$ cat config.mk
export PLATFORM = sky130hd
export DESIGN_NAME = icns_planar_rle_decoder_flat
export DESIGN_NICKNAME = d
export VERILOG_FILES = /design/src/sv/icnsrle_pkg.sv /design/src/sv/icnsrle_if.sv /design/src/sv/icns_planar_rle_decoder.sv /design/src/flat_wrapper.sv
export SDC_FILE = /design/constraint.sdc
export NUM_CORES = 1
export LEC_CHECK = 0
export BUFFER_PORTS_ARGS = -buffer_cell sky130_fd_sc_hd__buf_4
export CAP_MARGIN = 10
export CORE_MARGIN = 10
export CORE_UTILIZATION = 30
export CTS_BUF_LIST = sky130_fd_sc_hd__clkbuf_8
export CTS_CLUSTER_SIZE = 12
export DETAILED_ROUTE_END_ITERATION = 6
export GPL_TIMING_DRIVEN = 1
export HOLD_SLACK_MARGIN = 0.08
export PLACE_DENSITY = 0.5
export SYNTH_ARGS = -nofsm -noshare
export SYNTH_HDL_FRONTEND = slang
export SYNTH_SLANG_ARGS = --single-unit
$ cat constraint.sdc
create_clock -name clk -period 9.6 [get_ports clk]
set_clock_uncertainty 0.2 [all_clocks]
set_input_delay 1.44 -clock clk [delete_from_list [all_inputs] [get_ports clk]]
set_output_delay 1.44 -clock clk [all_outputs]
set_load 0.01 [all_outputs]
$ cat src/sv/icnsrle_pkg.sv
`timescale 1ns / 1ps

package icnsrle_pkg;

  // Configuration port
  localparam int unsigned CFG_W      = 21;
  localparam int unsigned CFG_IDX_W  = 1;
  localparam logic [CFG_IDX_W-1:0] REG_PIXEL_COUNT   = 1'd0;
  localparam logic [CFG_IDX_W-1:0] REG_INCLUDE_ALPHA = 1'd1;

  localparam logic [CFG_W-1:0] PIXEL_COUNT_RST = 21'd1024;

  // Header decode
  localparam logic [7:0] REPEAT_BIAS = 8'd125;

  // Planes
  localparam logic [1:0] PLANE_ALPHA = 2'd0;
  localparam logic [1:0] PLANE_RED   = 2'd1;
  localparam logic [1:0] PLANE_BLUE  = 2'd3;

  // Result status codes
  typedef enum logic [1:0] {
    ST_OK       = 2'd0,
    ST_OVERFLOW = 2'd1,
    ST_SHORT    = 2'd2,
    ST_TRAILING = 2'd3
  } status_t;

endpackage

$ cat src/sv/icnsrle_if.sv
`timescale 1ns / 1ps

interface icnsrle_in_if;
  logic       valid;
  logic       ready;
  logic [7:0] data_byte;
  logic       last_byte;

  modport source (output valid, output data_byte, output last_byte, input ready);
  modport sink   (input valid, input data_byte, input last_byte, output ready);
endinterface

interface icnsrle_out_if;
  logic       valid;
  logic       ready;
  logic [1:0] plane;
  logic [7:0] pixel_value;
  logic [7:0] run_length;
  logic       plane_complete;
  logic       stream_done;
  logic [1:0] status;

  modport source (output valid, output plane, output pixel_value, output run_length,
                  output plane_complete, output stream_done, output status,
                  input ready);
  modport sink   (input valid, input plane, input pixel_value, input run_length,
                  input plane_complete, input stream_done, input status,
                  output ready);
endinterface

$ cat src/sv/icns_planar_rle_decoder.sv
`timescale 1ns / 1ps

// Planar run-length decoder for compressed icon streams.
// in_ch carries one compressed byte per request, with last_byte marking the
// end of the stream. out_ch carries run descriptors: plane, pixel value, run
// length, plane-complete flag, done flag and status. Planes are decoded in
// order alpha (when include_alpha is set), red, green, blue.
// Header bytes produce no result; each repeat value or literal byte produces
// one run; errors stop decoding and produce a status-only result (a stream
// ending short on a data byte flags that byte's run instead), after which
// bytes are taken and dropped until reset or a register write. Throughput:
// one byte per cycle while the output is not stalled. The header decode and
// counter update sit between the input handshake and the output register, so
// a result appears in the cycle after its byte is taken. When the receiver
// stalls the output register holds its request, and a new byte is taken only
// once that register is free or being drained in the same cycle.
// Reset (synchronous, rst_n low) loads pixel_count 1024, include_alpha 0 and
// restarts at the first plane; any register write also restarts decoding.
module icns_planar_rle_decoder #(
  parameter int unsigned MAX_PIXEL_COUNT = 1048576
) (
  input  logic                                clk,
  input  logic                                rst_n,
  input  logic                                cfg_we,
  input  logic [icnsrle_pkg::CFG_IDX_W-1:0]   cfg_index,
  input  logic [icnsrle_pkg::CFG_W-1:0]       cfg_wdata,
  icnsrle_in_if.sink                          in_ch,
  icnsrle_out_if.source                       out_ch
);

  localparam int unsigned PIX_W = $clog2(MAX_PIXEL_COUNT + 1);
  localparam logic [icnsrle_pkg::CFG_W-1:0] MAX_C = icnsrle_pkg::CFG_W'(MAX_PIXEL_COUNT);

  typedef enum logic [1:0] {
    PH_HEADER  = 2'd0,
    PH_REPEAT  = 2'd1,
    PH_LITERAL = 2'd2,
    PH_DONE    = 2'd3
  } phase_t;

  // Configuration and decode state
  logic [icnsrle_pkg::CFG_W-1:0] pixel_count_r, pixel_count_nxt;
  logic                          include_alpha_r, include_alpha_nxt;
  phase_t                        phase_r, phase_nxt;
  logic [7:0]                    run_rem_r, run_rem_nxt;
  logic [PIX_W-1:0]              pix_left_r, pix_left_nxt;
  logic [1:0]                    plane_r, plane_nxt;
  logic                          stopped_r, stopped_nxt;

  // Output register
  logic                  out_valid_r, out_valid_nxt;
  logic [1:0]            out_plane_r, out_plane_nxt;
  logic [7:0]            out_value_r, out_value_nxt;
  logic [7:0]            out_run_r, out_run_nxt;
  logic                  out_pc_r, out_pc_nxt;
  logic                  out_done_r, out_done_nxt;
  icnsrle_pkg::status_t  out_status_r, out_status_nxt;

  logic                          accept;
  logic                          emit;
  logic [icnsrle_pkg::CFG_W-1:0] size_raw;
  logic [PIX_W-1:0]              plane_size;
  logic [7:0]                    hdr_len;
  logic [7:0]                    run;
  logic [PIX_W-1:0]              pix_after;
  logic [7:0]                    rem_after;
  logic                          last_done;

  assign in_ch.ready = !out_valid_r || out_ch.ready;
  assign accept      = in_ch.valid && in_ch.ready;

  // Clamp the current pixel count to 1..MAX_PIXEL_COUNT
  always_comb begin
    size_raw = pixel_count_r;
    if (size_raw == '0) begin
      size_raw = icnsrle_pkg::CFG_W'(1);
    end else if (size_raw > MAX_C) begin
      size_raw = MAX_C;
    end
    plane_size = PIX_W'(size_raw);
  end

  // Header length: repeat count or literal count
  assign hdr_len = in_ch.data_byte[7] ? (in_ch.data_byte - icnsrle_pkg::REPEAT_BIAS)
                                      : (in_ch.data_byte + 8'd1);

  // Run of this data byte, bounded by what the plane and the group allow
  always_comb begin
    run = (phase_r == PH_REPEAT) ? run_rem_r : 8'd1;
    if (icnsrle_pkg::CFG_W'(run) > icnsrle_pkg::CFG_W'(pix_left_r)) begin
      run = 8'(pix_left_r);
    end
    if (run > run_rem_r) begin
      run = run_rem_r;
    end
    pix_after = pix_left_r - PIX_W'(run);
    rem_after = run_rem_r - run;
  end

  // Decode one byte
  always_comb begin
    phase_nxt      = phase_r;
    run_rem_nxt    = run_rem_r;
    pix_left_nxt   = pix_left_r;
    plane_nxt      = plane_r;
    stopped_nxt    = stopped_r;
    emit           = 1'b0;
    last_done      = 1'b0;
    out_plane_nxt  = plane_r;
    out_value_nxt  = '0;
    out_run_nxt    = '0;
    out_pc_nxt     = 1'b0;
    out_done_nxt   = 1'b1;
    out_status_nxt = icnsrle_pkg::ST_OK;

    if (accept && !stopped_r) begin
      case (phase_r)
        PH_DONE: begin
          stopped_nxt    = 1'b1;
          emit           = 1'b1;
          out_status_nxt = icnsrle_pkg::ST_TRAILING;
        end
        PH_HEADER: begin
          if (in_ch.last_byte) begin
            stopped_nxt    = 1'b1;
            emit           = 1'b1;
            out_status_nxt = icnsrle_pkg::ST_SHORT;
          end else if (icnsrle_pkg::CFG_W'(hdr_len) > icnsrle_pkg::CFG_W'(pix_left_r)) begin
            stopped_nxt    = 1'b1;
            emit           = 1'b1;
            out_status_nxt = icnsrle_pkg::ST_OVERFLOW;
          end else begin
            phase_nxt   = in_ch.data_byte[7] ? PH_REPEAT : PH_LITERAL;
            run_rem_nxt = hdr_len;
          end
        end
        default: begin
          emit          = 1'b1;
          out_value_nxt = in_ch.data_byte;
          out_run_nxt   = run;
          out_done_nxt  = 1'b0;
          pix_left_nxt  = pix_after;
          run_rem_nxt   = rem_after;
          if (rem_after == '0) begin
            phase_nxt = PH_HEADER;
          end
          if (pix_after == '0) begin
            out_pc_nxt = 1'b1;
            if (plane_r == icnsrle_pkg::PLANE_BLUE) begin
              if (in_ch.last_byte) begin
                last_done    = 1'b1;
                out_done_nxt = 1'b1;
                stopped_nxt  = 1'b1;
              end else begin
                phase_nxt = PH_DONE;
              end
            end else begin
              plane_nxt    = plane_r + 2'd1;
              pix_left_nxt = plane_size;
              phase_nxt    = PH_HEADER;
              run_rem_nxt  = '0;
            end
          end
          // Stream ended with planes still open
          if (in_ch.last_byte && !last_done) begin
            out_done_nxt   = 1'b1;
            out_status_nxt = icnsrle_pkg::ST_SHORT;
            stopped_nxt    = 1'b1;
          end
        end
      endcase
    end
  end

  // Register writes and output handshake
  always_comb begin
    pixel_count_nxt   = pixel_count_r;
    include_alpha_nxt = include_alpha_r;
    if (cfg_we) begin
      case (cfg_index)
        icnsrle_pkg::REG_PIXEL_COUNT:   pixel_count_nxt   = cfg_wdata;
        icnsrle_pkg::REG_INCLUDE_ALPHA: include_alpha_nxt = cfg_wdata[0];
        default: ;
      endcase
    end
    out_valid_nxt = emit || (out_valid_r && !out_ch.ready);
  end

  // Restart state computed from the incoming register values
  logic [icnsrle_pkg::CFG_W-1:0] rst_size_raw;
  logic [PIX_W-1:0]              rst_size;

  always_comb begin
    rst_size_raw = pixel_count_nxt;
    if (rst_size_raw == '0) begin
      rst_size_raw = icnsrle_pkg::CFG_W'(1);
    end else if (rst_size_raw > MAX_C) begin
      rst_size_raw = MAX_C;
    end
    rst_size = PIX_W'(rst_size_raw);
  end

  // Hold state and registered outputs
  always_ff @(posedge clk) begin
    if (!rst_n) begin
      pixel_count_r   <= icnsrle_pkg::PIXEL_COUNT_RST;
      include_alpha_r <= 1'b0;
      phase_r         <= PH_HEADER;
      run_rem_r       <= '0;
      pix_left_r      <= PIX_W'(icnsrle_pkg::PIXEL_COUNT_RST > MAX_C ? MAX_C
                                : icnsrle_pkg::PIXEL_COUNT_RST);
      plane_r         <= icnsrle_pkg::PLANE_RED;
      stopped_r       <= 1'b0;
      out_valid_r     <= 1'b0;
    end else if (cfg_we) begin
      pixel_count_r   <= pixel_count_nxt;
      include_alpha_r <= include_alpha_nxt;
      phase_r         <= PH_HEADER;
      run_rem_r       <= '0;
      pix_left_r      <= rst_size;
      plane_r         <= include_alpha_nxt ? icnsrle_pkg::PLANE_ALPHA
                                           : icnsrle_pkg::PLANE_RED;
      stopped_r       <= 1'b0;
      out_valid_r     <= out_valid_nxt;
    end else begin
      phase_r     <= phase_nxt;
      run_rem_r   <= run_rem_nxt;
      pix_left_r  <= pix_left_nxt;
      plane_r     <= plane_nxt;
      stopped_r   <= stopped_nxt;
      out_valid_r <= out_valid_nxt;
    end
  end

  // Load the result payload
  always_ff @(posedge clk) begin
    if (emit) begin
      out_plane_r  <= out_plane_nxt;
      out_value_r  <= out_value_nxt;
      out_run_r    <= out_run_nxt;
      out_pc_r     <= out_pc_nxt;
      out_done_r   <= out_done_nxt;
      out_status_r <= out_status_nxt;
    end
  end

  assign out_ch.valid          = out_valid_r;
  assign out_ch.plane          = out_plane_r;
  assign out_ch.pixel_value    = out_value_r;
  assign out_ch.run_length     = out_run_r;
  assign out_ch.plane_complete = out_pc_r;
  assign out_ch.stream_done    = out_done_r;
  assign out_ch.status         = out_status_r;

endmodule

$ cat src/flat_wrapper.sv
// flat-port wrapper written by rule: the top's interface ports become plain ports
module icns_planar_rle_decoder_flat 
#(
  parameter int unsigned MAX_PIXEL_COUNT = 1048576
)
  (clk, rst_n, cfg_we, cfg_index, cfg_wdata, in_ch_valid, in_ch_data_byte, in_ch_last_byte, in_ch_ready, out_ch_valid, out_ch_plane, out_ch_pixel_value, out_ch_run_length, out_ch_plane_complete, out_ch_stream_done, out_ch_status, out_ch_ready);
  icnsrle_in_if in_ch_i ();
  icnsrle_out_if out_ch_i ();
  input  logic clk;
  input  logic rst_n;
  input  logic cfg_we;
  input  logic [icnsrle_pkg::CFG_IDX_W-1:0] cfg_index;
  input  logic [icnsrle_pkg::CFG_W-1:0] cfg_wdata;
  input wire logic [$bits(in_ch_i.valid)-1:0] in_ch_valid;
  input wire logic [$bits(in_ch_i.data_byte)-1:0] in_ch_data_byte;
  input wire logic [$bits(in_ch_i.last_byte)-1:0] in_ch_last_byte;
  output wire logic [$bits(in_ch_i.ready)-1:0] in_ch_ready;
  output wire logic [$bits(out_ch_i.valid)-1:0] out_ch_valid;
  output wire logic [$bits(out_ch_i.plane)-1:0] out_ch_plane;
  output wire logic [$bits(out_ch_i.pixel_value)-1:0] out_ch_pixel_value;
  output wire logic [$bits(out_ch_i.run_length)-1:0] out_ch_run_length;
  output wire logic [$bits(out_ch_i.plane_complete)-1:0] out_ch_plane_complete;
  output wire logic [$bits(out_ch_i.stream_done)-1:0] out_ch_stream_done;
  output wire logic [$bits(out_ch_i.status)-1:0] out_ch_status;
  input wire logic [$bits(out_ch_i.ready)-1:0] out_ch_ready;
  assign in_ch_i.valid = in_ch_valid;
  assign in_ch_i.data_byte = in_ch_data_byte;
  assign in_ch_i.last_byte = in_ch_last_byte;
  assign in_ch_ready = in_ch_i.ready;
  assign out_ch_valid = out_ch_i.valid;
  assign out_ch_plane = out_ch_i.plane;
  assign out_ch_pixel_value = out_ch_i.pixel_value;
  assign out_ch_run_length = out_ch_i.run_length;
  assign out_ch_plane_complete = out_ch_i.plane_complete;
  assign out_ch_stream_done = out_ch_i.stream_done;
  assign out_ch_status = out_ch_i.status;
  assign out_ch_i.ready = out_ch_ready;
  icns_planar_rle_decoder #(.MAX_PIXEL_COUNT(MAX_PIXEL_COUNT)) u_core (.clk(clk), .rst_n(rst_n), .cfg_we(cfg_we), .cfg_index(cfg_index), .cfg_wdata(cfg_wdata), .in_ch(in_ch_i), .out_ch(out_ch_i));
endmodule
==> flow_results.xml <==
<?xml version="1.0" encoding="UTF-8"?>
<metrics>
  <group name="clocking">
    <metric name="worstSkewPairLatency" unit="ps">390</metric>
    <metric name="tritoncts.num_buffers" unit="">9</metric>
    <metric name="path_clk_slew" unit="ps">90</metric>
    <metric name="count_of_clock_tree_sinks" unit="">79</metric>
    <metric name="cts-root-to-sink-buffers" unit="">2</metric>
    <metric name="cts_root_buffer" unit="">sky130_fd_sc_hd__clkbuf_8</metric>
    <metric name="cts_post_setup_buffers_inserted" unit="">0</metric>
    <metric name="postCtsHoldBufs" unit="">0</metric>
    <metric name="cts_max_level" unit="">3</metric>
    <metric name="cts_resized" unit="">0</metric>
    <metric name="tritoncts" unit="">built</metric>
  </group>
  <group name="yosys">
    <metric name="post_synth_design_cell_area" unit="mm²">0.00681</metric>
    <metric name="synth-warning-count" unit="">0</metric>
    <metric name="synth.area.mux_share" unit="%">3.84</metric>
    <metric name="synthDominantCellAreaShare" unit="%">16.8</metric>
    <metric name="dominant_combinational_cell_family_by_area_after_synthesis" unit="">compound AO/OA/AOI/OAI gates</metric>
    <metric name="yosys-top-cells-area" unit="">sky130_fd_sc_hd__dfxtp_1 (17%), sky130_fd_sc_hd__edfxtp_1 (9.7%), sky130_fd_sc_hd__ha_1 (6.2%)</metric>
    <metric name="synth_compound_area_share" unit="%">28.8</metric>
    <metric name="postSynthRegisterBits" unit="">79</metric>
    <metric name="synth_most_common_cell" unit="">sky130_fd_sc_hd__nor2_1</metric>
    <metric name="cell_accounting_for_the_most_synthesized_area" unit="">sky130_fd_sc_hd__dfxtp_1</metric>
    <metric name="yosys.area_share.adder" unit="%">6.54</metric>
    <metric name="synth-edff-count" unit="">22</metric>
    <metric name="synth_async_sr_flop_share" unit="%">0</metric>
    <metric name="commonest_cells_post_synth" unit="">sky130_fd_sc_hd__nor2_1 (96), sky130_fd_sc_hd__nand2_1 (72), sky130_fd_sc_hd__dfxtp_1 (57)</metric>
    <metric name="synth-simple-area-share" unit="%">24.4</metric>
    <metric name="syn-instance-count" unit="">871</metric>
    <metric name="postSynth.topFlopCell" unit="">sky130_fd_sc_hd__dfxtp_1</metric>
    <metric name="synth.avg_cell_area" unit="µm²">7.82</metric>
    <metric name="ys_types" unit="">93</metric>
    <metric name="post_synth_xor_area_fraction" unit="%">3.99</metric>
    <metric name="synth_seq_area_share" unit="%">26.5</metric>
    <metric name="synth_nets" unit="">942</metric>
  </group>
  <group name="pwr">
    <metric name="leakage" unit="nW">2.98</metric>
    <metric name="ir_drop" unit="mV">0.0817</metric>
    <metric name="cellPowerDensity" unit="mW/mm²">149</metric>
  </group>
  <group name="worst_setup_path">
    <metric name="cp_max_fo" unit="">18</metric>
    <metric name="timing_worst_setup_path_type" unit="">reg2reg</metric>
    <metric name="type_of_element_capturing_the_critical_path" unit="">flip-flop</metric>
    <metric name="crit_required" unit="ps">9670</metric>
    <metric name="worst_ep_arrival_time" unit="ps">8980</metric>
    <metric name="worst_setup_sp_type" unit="">flip-flop</metric>
  </group>
  <group name="placement">
    <metric name="placement.cell_area" unit="mm²">0.00745</metric>
    <metric name="place.port_buffers" unit="">59</metric>
    <metric name="place.detailed.hpwl" unit="mm">18.7</metric>
    <metric name="placedCellCount" unit="">1169</metric>
    <metric name="gp_congestion" unit="">0.925</metric>
  </group>
  <group name="global_route">
    <metric name="grt_start_max_net_pins" unit="">50</metric>
    <metric name="antenna_found_initial" unit="">0</metric>
    <metric name="gr-usage-all-layers" unit="%">16.5</metric>
    <metric name="first_global_vias" unit="">6579</metric>
    <metric name="residual_overflow_from_global_routing" unit="">0</metric>
    <metric name="grt_pass1_wl" unit="mm">38.1</metric>
  </group>
  <group name="routing">
    <metric name="detail_route.first_pass.iterations" unit="">5</metric>
    <metric name="detail_route.drc_violations" unit="">0</metric>
    <metric name="route.detailed.wl_per_inst" unit="µm">20.7</metric>
    <metric name="ant_nets" unit="">0</metric>
    <metric name="routed_via_density" unit="">5.80</metric>
    <metric name="routed-via-count" unit="">6872</metric>
    <metric name="route.final.wire_length" unit="mm">24.5</metric>
    <metric name="detailedRoute.firstIterationViolations" unit="">672</metric>
  </group>
  <group name="timing">
    <metric name="tightestPinTransition" unit="ps">1130</metric>
    <metric name="layout_worst_path_cycle_share" unit="%">92.8</metric>
    <metric name="timing.final.crit_period" unit="ps">8910</metric>
    <metric name="max_slew_margin" unit="%">24.0</metric>
    <metric name="final_hold_violating_endpoints" unit="">0</metric>
    <metric name="hold_slack" unit="ps">277</metric>
    <metric name="report.final.slew_viol_count" unit="">0</metric>
    <metric name="grt_setup_unrepaired" unit="">false</metric>
    <metric name="finalSetupTns" unit="ps">0</metric>
    <metric name="setup_violations" unit="">0</metric>
    <metric name="max_clock_freq" unit="MHz">112</metric>
  </group>
  <group name="finish">
    <metric name="core_util_final" unit="%">34.2</metric>
    <metric name="layout.cells.non_filler" unit="">1185</metric>
    <metric name="share_of_post_route_cells_with_drive_strength_above_1" unit="%">12.7</metric>
    <metric name="antenna_cells" unit="">0</metric>
    <metric name="fillers" unit="">2432</metric>
    <metric name="area_growth_syn_to_layout" unit="%">13.0</metric>
    <metric name="finalInstanceArea" unit="mm²">0.00769</metric>
    <metric name="finish.net_count" unit="">966</metric>
  </group>
  <group name="floorplan">
    <metric name="die_h" unit="µm">171</metric>
    <metric name="core_region_area" unit="mm²">0.0225</metric>
    <metric name="rows" unit="">55</metric>
    <metric name="die-width" unit="µm">171</metric>
    <metric name="start_util" unit="%">30.3</metric>
    <metric name="pin_count" unit="">60</metric>
    <metric name="die_area" unit="mm²">0.0291</metric>
  </group>
  <group name="status">
    <metric name="run_status" unit="">complete, no violations</metric>
  </group>
  <group name="worst_hold_path">
    <metric name="holdCritPathClass" unit="">reg2reg</metric>
  </group>
  <group name="run">
    <metric name="drv.max_cap_violation_count" unit="">0</metric>
  </group>
</metrics>
worst paths after layout:
| check | startpoint | to | slack, ps | cells past startpoint |
|---|---|---|---|---|
| worst max-delay path | u_core.phase_r[1]$_SDFFE_PP0P_ | u_core.run_rem_r[5]$_SDFFE_PP0P_ | 690 | 26 |
| worst min-delay path | u_core.include_alpha_r$_SDFFE_PN0P_ | u_core.include_alpha_r$_SDFFE_PN0P_ | 280 | 2 |
| worst max register to register | u_core.phase_r[1]$_SDFFE_PP0P_ | u_core.run_rem_r[5]$_SDFFE_PP0P_ | 690 | 26 |
| worst min register to register | u_core.include_alpha_r$_SDFFE_PN0P_ | u_core.include_alpha_r$_SDFFE_PN0P_ | 280 | 2 |
state kept, by name, indices dropped and copies added (netlist names):
name,count
u_core.out_ch.run_length,8
u_core.phase_r,2
u_core.out_ch.plane_complete,1
u_core.run_rem_r,8
u_core.out_ch.stream_done,1
u_core.stopped_r,1
u_core.out_ch.plane,2
u_core.pix_left_r,21
u_core.out_plane_nxt,2
u_core.out_ch.pixel_value,8
u_core.out_ch.valid,1
u_core.include_alpha_r,1
u_core.out_ch.status,2
u_core.pixel_count_r,21
layer usage:
| metal | GRT usage (%) | part of all wire, % | up-vias |
|---|---|---|---|
| li1 | - | - | 3308 |
| met1 | 22.2 | 46 | 3276 |
| met2 | 26.1 | 45 | 242 |
| met3 | 2.95 | 5.9 | 46 |
| met4 | 5.07 | 2.5 | 0 |
| met5 | 0 | 0 | - |
power breakdown:
part	total (mW)	internal, mW	leakage [nW]	switching, mW
Combinational	0.442	0.160	2.17	0.281
Clock	0.315	0.179	0.128	0.135
Sequential	0.386	0.362	0.678	0.0246
worst max-delay path: stages (launching register included):
cell and delay [ps]:
sky130_fd_sc_hd__dfxtp_1 340, sky130_fd_sc_hd__inv_1 100, sky130_fd_sc_hd__ha_1 410, sky130_fd_sc_hd__inv_1 350
sky130_fd_sc_hd__nor2_1 250, sky130_fd_sc_hd__ha_1 280, sky130_fd_sc_hd__and3_1 220, sky130_fd_sc_hd__a221o_1 390
sky130_fd_sc_hd__o211ai_4 570, sky130_fd_sc_hd__mux2_2 460, sky130_fd_sc_hd__ha_1 300, sky130_fd_sc_hd__nand4_1 240
sky130_fd_sc_hd__nor2_1 170, sky130_fd_sc_hd__a211oi_1 910, sky130_fd_sc_hd__nor2_1 520, sky130_fd_sc_hd__nand2_1 150
sky130_fd_sc_hd__o21ai_0 170, sky130_fd_sc_hd__ha_1 540, sky130_fd_sc_hd__inv_1 70, sky130_fd_sc_hd__o31ai_1 530
sky130_fd_sc_hd__or3_1 180, sky130_fd_sc_hd__o311ai_1 80, sky130_fd_sc_hd__a41oi_1 230, sky130_fd_sc_hd__o2111a_1 360
sky130_fd_sc_hd__and4_4 420, sky130_fd_sc_hd__a211oi_2 110, sky130_fd_sc_hd__o221a_1 260
cells by family (layout without fill, tap and decap cells):
group / after synthesis / count (layout)
AOI/OAI and AO/OA: 276 / 276
DFF: 79 / 79
and+or+nand+nor: 328 / 328
buffers and inverters: 96 / 125
muxes: 26 / 26
xor gates and xnor gates: 31 / 31
adders and majority gates: 35 / 35
metrics by stage:
stage | total power, mW | setup WS [ps]
after detailed placement | 0.826 | 917
final | 1.14 | 692
after global placement | 0.831 | 1140
after global routing | 1.21 | 195
after CTS | 1.15 | 873
after floorplan | 0.690 | 2300
layout by cell type (no fill, tap or decap), types with 10 or more instances in the layout:
| master | count |
|---|---|
| sky130_fd_sc_hd__ha_1 | 34 |
| sky130_fd_sc_hd__nand4_1 | 23 |
| sky130_fd_sc_hd__nor2b_1 | 22 |
| sky130_fd_sc_hd__nand3_1 | 15 |
| sky130_fd_sc_hd__a31oi_1 | 14 |
| sky130_fd_sc_hd__clkbuf_8 | 10 |
| sky130_fd_sc_hd__nor2_1 | 96 |
| sky130_fd_sc_hd__nor4_1 | 12 |
| sky130_fd_sc_hd__nor3_1 | 24 |
| sky130_fd_sc_hd__xor2_1 | 13 |
| sky130_fd_sc_hd__a21oi_1 | 47 |
| sky130_fd_sc_hd__dfxtp_1 | 57 |
| sky130_fd_sc_hd__o211ai_1 | 20 |
| sky130_fd_sc_hd__o21ai_0 | 56 |
| sky130_fd_sc_hd__o22ai_1 | 10 |
| sky130_fd_sc_hd__inv_1 | 38 |
| sky130_fd_sc_hd__xnor2_1 | 18 |
| sky130_fd_sc_hd__edfxtp_1 | 22 |
| sky130_fd_sc_hd__nand2_1 | 72 |
| sky130_fd_sc_hd__mux2i_1 | 25 |
| sky130_fd_sc_hd__and2_1 | 14 |
| sky130_fd_sc_hd__buf_4 | 70 |
final cells by class:
type | count | area [µm²] | area share [%]
clock buffers | 10 | 138 | 1.79
flip-flops and latches | 79 | 1800 | 23.4
well taps | 285 | 357 | 4.63
repair buffers | 70 | 526 | 6.83
inverters | 39 | 146 | 1.90
multi-input cells | 696 | 4620 | 60.0
clock inverters | 6 | 108 | 1.40
(Power assumes the default switching activity.)
